$ cat config.mk
export PLATFORM = sky130hd
export DESIGN_NAME = learning_bridge_forwarder_core_flat
export DESIGN_NICKNAME = d
export VERILOG_FILES = /design/src/rtl/lbf_pkg.sv /design/src/rtl/lbf_if.sv /design/src/rtl/learning_bridge_forwarder_core.sv /design/src/rtl/lbf_cfg_regs.sv /design/src/rtl/lbf_decide.sv /design/src/flat_wrapper.sv
export SDC_FILE = /design/constraint.sdc
export NUM_CORES = 1
export LEC_CHECK = 0
export BUFFER_PORTS_ARGS = -buffer_cell sky130_fd_sc_hd__buf_4
export CELL_PAD_IN_SITES_DETAIL_PLACEMENT = 0
export CELL_PAD_IN_SITES_GLOBAL_PLACEMENT = 1
export CORE_MARGIN = 3
export CORE_UTILIZATION = 45
export DETAILED_ROUTE_END_ITERATION = 16
export GPL_TIMING_DRIVEN = 0
export PLACE_DENSITY_LB_ADDON = 0.2
export SETUP_SLACK_MARGIN = 0.3
export SYNTH_ARGS = -nofsm -noshare
export SYNTH_HDL_FRONTEND = slang
export SYNTH_SLANG_ARGS = --single-unit
$ cat constraint.sdc
create_clock -name clk -period 3.74 [get_ports clk]
set_input_delay 0.561 -clock clk [delete_from_list [all_inputs] [get_ports clk]]
set_output_delay 0.561 -clock clk [all_outputs]
set_load 0.05 [all_outputs]
$ cat src/rtl/lbf_pkg.sv
// ----------------------------------------------------------------------------
// lbf_pkg
// Shared types and constants for the learning bridge forwarder.
// ----------------------------------------------------------------------------
package lbf_pkg;

  localparam int MAX_PORTS = 8;
  localparam int MAX_LINKS = 8;
  localparam int ADDR_BITS = 8;

  // Fixed field widths of the item and result channels.
  localparam int FLAG_W  = 1;
  localparam int INDEX_W = 3;
  localparam int ADDR_W  = 8;
  localparam int MASK_W  = 8;

  // Address bits that take part in a compare.
  localparam int CMP_W = (ADDR_BITS < ADDR_W) ? ADDR_BITS : ADDR_W;
  // Index into the learned table.
  localparam int PIDX_W = (MAX_PORTS > 1) ? $clog2(MAX_PORTS) : 1;
  // Wide enough for the port and link counts and the largest maximum.
  localparam int CNT_W = 6;

  // Configuration port.
  localparam int APB_ADDR_W = 4;
  localparam int APB_DATA_W = 32;
  localparam int PORTS_W    = 4;
  localparam int LINKS_W    = 4;

  typedef enum logic [1:0] {
    REG_ACTIVE_PORTS      = 2'd0,
    REG_ACTIVE_LINKS      = 2'd1,
    REG_BROADCAST_ADDRESS = 2'd2
  } reg_index_t;

  localparam logic [PORTS_W-1:0] ACTIVE_PORTS_RESET = 4'd8;
  localparam logic [LINKS_W-1:0] ACTIVE_LINKS_RESET = 4'd0;
  localparam logic [ADDR_W-1:0]  BROADCAST_RESET    = 8'd99;

  typedef struct packed {
    logic [PORTS_W-1:0] active_ports;
    logic [LINKS_W-1:0] active_links;
    logic [ADDR_W-1:0]  broadcast_address;
  } cfg_t;

  typedef struct packed {
    logic [FLAG_W-1:0]  from_link;
    logic [INDEX_W-1:0] arrival_index;
    logic [ADDR_W-1:0]  dest_address;
    logic [ADDR_W-1:0]  source_address;
  } hdr_t;

  typedef struct packed {
    logic              learn;
    logic [MASK_W-1:0] port_mask;
    logic [MASK_W-1:0] link_mask;
  } decision_t;

  typedef logic [MAX_PORTS-1:0][CMP_W-1:0] addr_tbl_t;

endpackage

$ cat src/rtl/lbf_if.sv
// ----------------------------------------------------------------------------
// lbf_hdr_if / lbf_mask_if
// Valid/ready channels for frame header items and forwarding result items.
// ----------------------------------------------------------------------------
interface lbf_hdr_if import lbf_pkg::*; ();
  logic               valid;
  logic               ready;
  logic [FLAG_W-1:0]  from_link;
  logic [INDEX_W-1:0] arrival_index;
  logic [ADDR_W-1:0]  dest_address;
  logic [ADDR_W-1:0]  source_address;

  modport source (
    output valid, from_link, arrival_index, dest_address, source_address,
    input  ready
  );
  modport sink (
    input  valid, from_link, arrival_index, dest_address, source_address,
    output ready
  );
endinterface

interface lbf_mask_if import lbf_pkg::*; ();
  logic              valid;
  logic              ready;
  logic [MASK_W-1:0] port_mask;
  logic [MASK_W-1:0] link_mask;

  modport source (
    output valid, port_mask, link_mask,
    input  ready
  );
  modport sink (
    input  valid, port_mask, link_mask,
    output ready
  );
endinterface

$ cat src/rtl/learning_bridge_forwarder_core.sv
// ----------------------------------------------------------------------------
// learning_bridge_forwarder_core
// Learning bridge forwarder: learns port source addresses and returns the
// port and link masks for each frame header item.
// ----------------------------------------------------------------------------
//  channel  | kind       | payload
//  ---------+------------+---------------------------------------------------
//  hdr      | item in    | from_link, arrival_index, dest_address, source_address
//  res      | item out   | port_mask, link_mask
//  apb      | registers  | active_ports @0x0, active_links @0x4, broadcast @0x8
//
// One item per cycle while results are taken: input register, decision logic,
// result register; an accepted item is valid once in the result register.
// The learned table is written as an item moves into the result register.
// A stalled result holds both stages; the input register still takes an
// item while the result register is full if it is itself empty.
// Reset clears the learned valid bits and loads the register defaults.
// ----------------------------------------------------------------------------
module learning_bridge_forwarder_core import lbf_pkg::*; (
  input  logic                  clk,
  input  logic                  rst,
  lbf_hdr_if.sink               hdr,
  lbf_mask_if.source            res,
  input  logic                  psel,
  input  logic                  penable,
  input  logic                  pwrite,
  input  logic [APB_ADDR_W-1:0] paddr,
  input  logic [APB_DATA_W-1:0] pwdata,
  output logic [APB_DATA_W-1:0] prdata,
  output logic                  pready
);

  cfg_t                 cfg;
  hdr_t                 s1;
  logic                 s1_valid;
  logic                 out_valid;
  logic                 out_free;
  decision_t            dec;
  addr_tbl_t            learned_address;
  logic [MAX_PORTS-1:0] learned_valid;
  logic [MASK_W-1:0]    port_mask;
  logic [MASK_W-1:0]    link_mask;
  logic [PIDX_W-1:0]    learn_idx;

  lbf_cfg_regs u_cfg (
    .clk     (clk),
    .rst     (rst),
    .psel    (psel),
    .penable (penable),
    .pwrite  (pwrite),
    .paddr   (paddr),
    .pwdata  (pwdata),
    .prdata  (prdata),
    .pready  (pready),
    .cfg     (cfg)
  );

  lbf_decide u_decide (
    .cfg             (cfg),
    .hdr             (s1),
    .learned_address (learned_address),
    .learned_valid   (learned_valid),
    .dec             (dec)
  );

  assign out_free  = !out_valid || res.ready;
  assign hdr.ready = !s1_valid || out_free;
  assign learn_idx = PIDX_W'(s1.arrival_index);

  assign res.valid     = out_valid;
  assign res.port_mask = port_mask;
  assign res.link_mask = link_mask;

  always_ff @(posedge clk) begin
    if (rst) begin
      s1_valid      <= 1'b0;
      out_valid     <= 1'b0;
      learned_valid <= '0;
    end else begin
      if (hdr.ready) begin
        s1_valid <= hdr.valid;
      end
      if (out_free) begin
        out_valid <= s1_valid;
        if (s1_valid && dec.learn) begin
          learned_valid[learn_idx] <= 1'b1;
        end
      end
    end
  end

  always_ff @(posedge clk) begin
    if (hdr.ready) begin
      s1.from_link      <= hdr.from_link;
      s1.arrival_index  <= hdr.arrival_index;
      s1.dest_address   <= hdr.dest_address;
      s1.source_address <= hdr.source_address;
    end
    if (out_free && s1_valid) begin
      port_mask <= dec.port_mask;
      link_mask <= dec.link_mask;
      if (dec.learn) begin
        learned_address[learn_idx] <= s1.source_address[CMP_W-1:0];
      end
    end
  end

endmodule

$ cat src/rtl/lbf_cfg_regs.sv
// ----------------------------------------------------------------------------
// lbf_cfg_regs
// APB-style register file holding port count, link count and broadcast address.
// ----------------------------------------------------------------------------
module lbf_cfg_regs import lbf_pkg::*; (
  input  logic                  clk,
  input  logic                  rst,
  input  logic                  psel,
  input  logic                  penable,
  input  logic                  pwrite,
  input  logic [APB_ADDR_W-1:0] paddr,
  input  logic [APB_DATA_W-1:0] pwdata,
  output logic [APB_DATA_W-1:0] prdata,
  output logic                  pready,
  output cfg_t                  cfg
);

  reg_index_t reg_sel;
  logic       wr_en;

  assign pready  = 1'b1;
  assign reg_sel = reg_index_t'(paddr[APB_ADDR_W-1:2]);
  assign wr_en   = psel && penable && pwrite && pready;

  always_ff @(posedge clk) begin
    if (rst) begin
      cfg.active_ports      <= ACTIVE_PORTS_RESET;
      cfg.active_links      <= ACTIVE_LINKS_RESET;
      cfg.broadcast_address <= BROADCAST_RESET;
    end else if (wr_en) begin
      case (reg_sel)
        REG_ACTIVE_PORTS:      cfg.active_ports      <= pwdata[PORTS_W-1:0];
        REG_ACTIVE_LINKS:      cfg.active_links      <= pwdata[LINKS_W-1:0];
        REG_BROADCAST_ADDRESS: cfg.broadcast_address <= pwdata[ADDR_W-1:0];
        default: ;
      endcase
    end
  end

  always_comb begin
    case (reg_sel)
      REG_ACTIVE_PORTS:      prdata = APB_DATA_W'(cfg.active_ports);
      REG_ACTIVE_LINKS:      prdata = APB_DATA_W'(cfg.active_links);
      REG_BROADCAST_ADDRESS: prdata = APB_DATA_W'(cfg.broadcast_address);
      default:               prdata = '0;
    endcase
  end

endmodule

$ cat src/rtl/lbf_decide.sv
// ----------------------------------------------------------------------------
// lbf_decide
// Forwarding decision for one header against the learned port addresses.
// ----------------------------------------------------------------------------
module lbf_decide import lbf_pkg::*; (
  input  cfg_t                 cfg,
  input  hdr_t                 hdr,
  input  addr_tbl_t            learned_address,
  input  logic [MAX_PORTS-1:0] learned_valid,
  output decision_t            dec
);

  logic [CNT_W-1:0]     num_ports;
  logic [CNT_W-1:0]     num_links;
  logic [CNT_W-1:0]     idx;
  logic                 link;
  logic                 active;
  logic                 is_bcast;
  logic [CMP_W-1:0]     dest;
  logic [CMP_W-1:0]     src;
  logic [MAX_PORTS-1:0] pmask;
  logic [MAX_LINKS-1:0] lmask;
  logic                 own;
  logic                 vld;
  logic [CMP_W-1:0]     addr;

  always_comb begin
    num_ports = (CNT_W'(cfg.active_ports) > CNT_W'(MAX_PORTS)) ?
                CNT_W'(MAX_PORTS) : CNT_W'(cfg.active_ports);
    num_links = (CNT_W'(cfg.active_links) > CNT_W'(MAX_LINKS)) ?
                CNT_W'(MAX_LINKS) : CNT_W'(cfg.active_links);
    idx      = CNT_W'(hdr.arrival_index);
    link     = hdr.from_link[0];
    dest     = hdr.dest_address[CMP_W-1:0];
    src      = hdr.source_address[CMP_W-1:0];
    active   = link ? (idx < num_links) : (idx < num_ports);
    is_bcast = dest == cfg.broadcast_address[CMP_W-1:0];

    // The arriving port learns its source before the lookup, so its own
    // entry is taken from the header rather than the table.
    pmask = '0;
    for (int k = 0; k < MAX_PORTS; k++) begin
      own  = !link && (idx == CNT_W'(k));
      vld  = learned_valid[k] || own;
      addr = own ? src : learned_address[k];
      if (CNT_W'(k) < num_ports) begin
        if (is_bcast) begin
          pmask[k] = link || !own;
        end else begin
          pmask[k] = vld && (addr == dest);
        end
      end
    end

    lmask = '0;
    if (is_bcast || (pmask == '0)) begin
      for (int l = 0; l < MAX_LINKS; l++) begin
        lmask[l] = (CNT_W'(l) < num_links) && (!link || idx != CNT_W'(l));
      end
    end

    dec.learn     = active && !link;
    dec.port_mask = active ? MASK_W'(pmask) : '0;
    dec.link_mask = active ? MASK_W'(lmask) : '0;
  end

endmodule

$ cat src/flat_wrapper.sv
// flat-port wrapper written by rule: the top's interface ports become plain ports
module learning_bridge_forwarder_core_flat import lbf_pkg::*;
  (clk, rst, psel, penable, pwrite, paddr, pwdata, prdata, pready, hdr_valid, hdr_from_link, hdr_arrival_index, hdr_dest_address, hdr_source_address, hdr_ready, res_valid, res_port_mask, res_link_mask, res_ready);
  lbf_hdr_if hdr_i ();
  lbf_mask_if res_i ();
  input  logic clk;
  input  logic rst;
  input  logic psel;
  input  logic penable;
  input  logic pwrite;
  input  logic [APB_ADDR_W-1:0] paddr;
  input  logic [APB_DATA_W-1:0] pwdata;
  output logic [APB_DATA_W-1:0] prdata;
  output logic pready;
  input wire logic [$bits(hdr_i.valid)-1:0] hdr_valid;
  input wire logic [$bits(hdr_i.from_link)-1:0] hdr_from_link;
  input wire logic [$bits(hdr_i.arrival_index)-1:0] hdr_arrival_index;
  input wire logic [$bits(hdr_i.dest_address)-1:0] hdr_dest_address;
  input wire logic [$bits(hdr_i.source_address)-1:0] hdr_source_address;
  output wire logic [$bits(hdr_i.ready)-1:0] hdr_ready;
  output wire logic [$bits(res_i.valid)-1:0] res_valid;
  output wire logic [$bits(res_i.port_mask)-1:0] res_port_mask;
  output wire logic [$bits(res_i.link_mask)-1:0] res_link_mask;
  input wire logic [$bits(res_i.ready)-1:0] res_ready;
  assign hdr_i.valid = hdr_valid;
  assign hdr_i.from_link = hdr_from_link;
  assign hdr_i.arrival_index = hdr_arrival_index;
  assign hdr_i.dest_address = hdr_dest_address;
  assign hdr_i.source_address = hdr_source_address;
  assign hdr_ready = hdr_i.ready;
  assign res_valid = res_i.valid;
  assign res_port_mask = res_i.port_mask;
  assign res_link_mask = res_i.link_mask;
  assign res_i.ready = res_ready;
  learning_bridge_forwarder_core u_core (.clk(clk), .rst(rst), .hdr(hdr_i), .res(res_i), .psel(psel), .penable(penable), .pwrite(pwrite), .paddr(paddr), .pwdata(pwdata), .prdata(prdata), .pready(pready));
endmodule
Yosys cells after proc, flatten, opt, wreduce, memory -nomap -nowiden. Cells that the tools add are included.

Bits in registers: 126. Input bits: 63. Output and inout port bits: 51. Word-level logic and storage cells: 179.

$lt $le $gt $ge: 22. Equality and inequality tests: 25. Muxes and demuxes: 33. Bitwise logic cells: 1. Reduce and logical (&&, ||, !) cells: 78.

Operator list (number): 8-bit == test (9); 8-bit 2-to-1 mux (9); 64-bit bitwise mux (1); 3-bit by 4-bit less-than comparator with 1-bit output (first input constant) (8); 1-bit logical AND (30); 1-bit logical OR (27); 8-bit demux with 3-bit select (1); 8-bit case mux with 3 select lines (1); 1-bit 2-to-1 mux (18); 1-bit by 4-bit less-than comparator with 1-bit output (first input constant) (4); 2-bit by 4-bit less-than comparator with 1-bit output (first input constant) (4); 3-bit == test (second input constant) (4); 3-bit inequality test (second input constant) (4); 2-bit AND reduction (6); 1-bit zero test (11); 4-bit greater-than comparator (second input constant) (2); 8-bit zero test (1); 3-bit by 4-bit less-than comparator with 1-bit output (2); 4-bit 2-to-1 mux (2); 8-bit bitwise OR (1); 3-bit by 2-bit == test with 1-bit output (second input constant) (2); 3-bit by 2-bit inequality test with 1-bit output (second input constant) (2); 3-bit by 4-bit less-than comparator with 1-bit output (second input constant) (1); 1-bit demux with 3-bit select (1); other kinds (8) (8).

Longest topological paths before layout.
Depth in word-level cells: 10. Depth in mapped cells: 10. Depth with buffers taken out: 9.

Hierarchy. Synthesis repeated with hierarchy kept, for this count alone.

Cell total of the unflattened synthesis: 639. Area, all modules: 6905.4 um2.

Modules (own cells, without submodules): learning_bridge_forwarder_core (times used 1, cells each 152, area an instance 3435.8 um2, sequential area each 3203.1 um2); lbf_decide (times used 1, cells each 374, area an instance 2466.1 um2, sequential area each 0.0 um2); lbf_cfg_regs (times used 1, cells each 113, area an instance 1003.5 um2, sequential area each 320.3 um2).

Worst setup path before layout. OpenSTA, ideal clock, no wires.

Path type: register to register. From: register u_core.out_valid, in the netlist u_core.res.valid. To: register u_core.learned_address[0] in the netlist's numbering, enable pin. Library setup time: 386 ps. Data arrival time: 2760 ps. Data required time: 3354 ps. Path slack: 595 ps. Cell stages (with the launch flop): 6. Path buffers: 0. Clock period less this slack: 3145 ps. Path through: dfxtp_1 > nor2b_1 > nor2b_1 > o21ai_0 > or3_1 > nor3_1.

Word-level cells in the longest chain between the ends: 4.

Ends and longest elaborated chain: from (decl) (line learning_bridge_forwarder_core.sv:36) `logic out_valid;`; from (signal assigned) (line learning_bridge_forwarder_core.sv:84) `out_valid <= s1_valid;`; 1-bit zero test (line learning_bridge_forwarder_core.sv:66) `assign out_free = !out_valid || res.ready;`; 1-bit logical OR (line learning_bridge_forwarder_core.sv:66); 1-bit logical AND (line learning_bridge_forwarder_core.sv:99) `if (out_free && s1_valid) begin`; 2-bit AND reduction (no source line); to (signal, indexed assignment) (line learning_bridge_forwarder_core.sv:103) `learned_address[learn_idx] <= s1.source_address[CMP_W-1:0];`; to (decl) (line learning_bridge_forwarder_core.sv:39) `addr_tbl_t learned_address;`.

Every way passes these cells. A chain may end at the register's enable or synchronous reset.

Worst setup path after layout.
From: register, netlist name u_core.u_cfg.cfg[15]. To: register u_core.learned_address[5] in the netlist's numbering, enable pin.

Word-level cells in the longest chain between the ends: 6.

Ends and longest elaborated chain: 4-bit greater-than comparator (line lbf_decide.sv:28) `num_ports = (CNT_W'(cfg.active_ports) > CNT_W'(MAX_PORTS)) ?`; 4-bit 2-to-1 mux * (line lbf_decide.sv:28); 3-bit by 4-bit less-than comparator with 1-bit output * (line lbf_decide.sv:36) `active = link ? (idx < num_links) : (idx < num_ports);`; 1-bit 2-to-1 mux * (line lbf_decide.sv:36); 1-bit logical AND * (line lbf_decide.sv:62) `dec.learn = active && !link;`; 2-bit AND reduction (no source line) *.

Every way passes the cells marked *; elsewhere a longest branch is shown, timed or not.

==> impl_results.md <==
* Fin worst setup slack at around 370 ps
* Finished Cell Area at about 8000 µm²
* Number of flops mapped to enable cells by yosys at 100
* Reg-to-Reg End: u_core.learned_address[5]
* Crit-path slowest cell: nor3_2
* Sequential standard cell area at ~3500 µm²
* CTS root buf: clkbuf_16
* Share of post-route cells with drive strength above 1 at around 22%
* Worst EP required at 3780 ps
* First-pass GRT wire length at around 29000 µm
* Number of remaining DRC errors at 0
* CP Class: reg2reg
* Post-synthesis sequential area ratio at about 53%
* Antenna violations before repair at 0
* Synth cell types at 70
* Detailed placer's ending HPWL at between 10000 and 15000 µm
* Most used DFF post-synth: edfxtp_1
* CP Data Arrival Time at roughly 3400 ps
* Clock transition at path regs at about 60 ps
* Worst reg2reg setup slack at between 300 and 400 ps
* Longest Clk Path Bufs at 2
* Total core area at 14200 µm²
* # diodes at 0
* CP max FO at 10
* Setup WS pre-CTS at -94.87 ps
* Synth Instances at 599
* Synth async-reset ratio at 0%
* End-of-flow core utilization at 56.71%
* Layout Nets at approximately 770
* Setup violations, final at 0
* Total iterations of the first detailed-routing run at 5
* Crit. path cell count at 8
* Dpl cell area at between 7000 and 8000 µm²
* Area growth from synthesis to layout at 20.77%
* Seq cells post-synth at 126
* Grt ovf at 0
* Setup crit start kind: flop
* Outcome: completed
* CP Cell Sequence: clkbuf_1 > nand2b_1 > ha_1 > a21o_1 > a21oi_1 > o21ai_0 > or3_1 > nor3_2
* Vias per std cell at 5.780
* Worst Hold Launch: hdr_dest_address[7]
* Hold Crit Depth at 1
* Initial DRC Count at between 400 and 500
* Io pins at between 100 and 150
* GR Util All Layers at 24.18%
* Clock sinks at approximately 130
* Largest net degree at the start of global routing at 22
* DR WL/cell at approximately 22 µm
* Post-CTS Setup Bufs at 0
* Routability Congestion at 0.9498
* Peak VDD IR at 0.0003262 V
* Die ar. at about 16000 µm²
* Most frequent cells in the layout: edfxtp_1, buf_4, nor2_1
* Mapped cell area at between 6000 and 7000 µm²
* Hold endpoint: u_core.s1[15]
* WL final at around 20000 µm
* Rows at 43
* Slew headroom at between 30% and 40%
* Max cap viols at 0
* Slowest stage delay, CP at 680 ps
* Area of the multi-input gates at around 2900 µm²
* CTS Hold Bufs at 0
* FMAX at ~300 MHz
* Tcrit/Tclk final at 90.15%
* Worst Tran Pin Value at just over 900 ps
* Min Tclk post-route at between 3000 and 4000 ps
* Worst r2r src: u_core.u_cfg.cfg[15]
* Total CTS buffers at 17
* Clk_skew at a little under 9 ps
* Total number of vias at about 5200
* LEAKAGE at about 3 nW
* Starting Density at between 40% and 50%
* Buf/Inv on CP at 1
* Htree depth at 4
* Vias in the first global route at 4920
* Die width at ~130 µm
* Fillers at about 1200
* Worst-skew pair later-pin latency at 420 ps
* CP endpoint kind: flop
* Overall power at 0.003536 W
* Fin. Hold Viols at 0
* Post-route ant nets at 0
* Pwr dens at 439.0 nW/µm²
* Commonest non-fill, non-tap cell in the layout: edfxtp_1
* RSZ-0062 raised after global routing: yes
* Final Max Tran Viols at 0
* CTS tree: done
* Critical path's top delay family: simple AND/OR/NAND/NOR gates
* Yosys warns at 0
* Mean Syn Cell Area at ~11 µm²
* Port Buffers at 60
* Hold crit path type: in2reg
* Chip height at approximately 130 µm
* Reg2reg path depth at 8
[per-layer routing]
metal / GRT usage [%] / vias to the layer above / part of all wire [%] / wire, µm
li1: - / 2383 / - / -
met1: 33.99 / 2517 / 44 / 8680
met2: 37.74 / 232 / 46 / 8896
met3: 4.625 / 35 / 8.0 / 1560
met4: 8.240 / 0 / 2.0 / 391
met5: 0 / - / 0 / 0
[worst max path at each step]
stage	from	endpoint	slack (ps)
finish	u_core.u_cfg.cfg[15]	u_core.learned_address[5]	370
detailed placement	u_core.s1[15]	u_core.res.link_mask[0]	-90
global placement	res_ready	u_core.learned_address[32]	-570
floorplan	u_core.res.valid	u_core.learned_address[0]	590
global route	u_core.u_cfg.cfg[15]	u_core.learned_address[48]	190
CTS	u_core.s1[13]	u_core.res.link_mask[0]	260
[state kept, by name, indices dropped and copies added (netlist names)]
signal / flops
u_core.learn_idx: 3
u_core.learned_address: 64
u_core.learned_valid: 8
u_core.res.link_mask: 8
u_core.res.port_mask: 8
u_core.res.valid: 1
u_core.s1: 17
u_core.s1_valid: 1
u_core.u_cfg.cfg: 16
[area by class of cell]
class / instances / share of cell area (%)
plain buffers: 60 / 4.427
clock buffers: 21 / 5.592
repair buffers: 60 / 5.592
flip-flops and latches: 126 / 43.74
multi-input cells: 421 / 35.99
inverters: 15 / 0.6990
clock inverters: 11 / 1.165
well taps: 180 / 2.796
[repair_timing]
item	CTS	global route
gates resized for setup	5	15
cloned	0	0
hold endpoints to repair	0	0
setup endpoints to repair	17	58
[where the power goes]
part	internal (W)	switching (W)
clock	0.000923	0.000602
combinational	0.000144	0.000275
sequential	0.00154	0.0000471
total	0.00261	0.000924
[Yosys cell counts, types with 5 or more instances]
cell	instances	area, µm²
mux2i_1	43	430.4
o22ai_1	7	43.79
nor2_1	66	247.7
a21oi_1	21	105.1
nor2b_1	22	137.6
o21ai_0	16	80.08
a211oi_1	6	45.04
nand3_1	6	30.03
a211o_1	7	61.31
nand2b_1	17	106.4
buf_4	27	202.7
xor2_1	6	52.55
or3_1	5	31.28
a31oi_1	5	31.28
clkbuf_1	17	63.81
nand2_1	28	105.1
nor3_1	12	60.06
nand4_1	7	43.79
edfxtp_1	100	3003
xnor2_1	36	315.3
buf_2	13	65.06
a2111oi_0	6	52.55
dfxtp_1	26	520.5
nor4_1	6	37.54
inv_1	14	52.55
[logic make-up after synthesis]
| kind of cell | synth area share (%) |
|---|---|
| AOI/OAI and AO/OA | 12.68 |
| xor gates and xnor gates | 5.515 |
| adders and majority gates | 0.7504 |
| buffers and inverters | 6.096 |
| DFF | 52.82 |
| muxes | 6.678 |
| other | 0.1126 |
| and+or+nand+nor | 15.34 |
[metrics by stage]
stage	TNS, ps	instances	hold WS, ps
floorplan	0	622	432.3
global placement	-9657	862	450.1
detailed placement	-216.5	862	470.2
CTS	0	894	301.6
global route	0	894	302.5
finish	0	894	313.4
No activity file was read; power rests on OpenSTA's default activity.
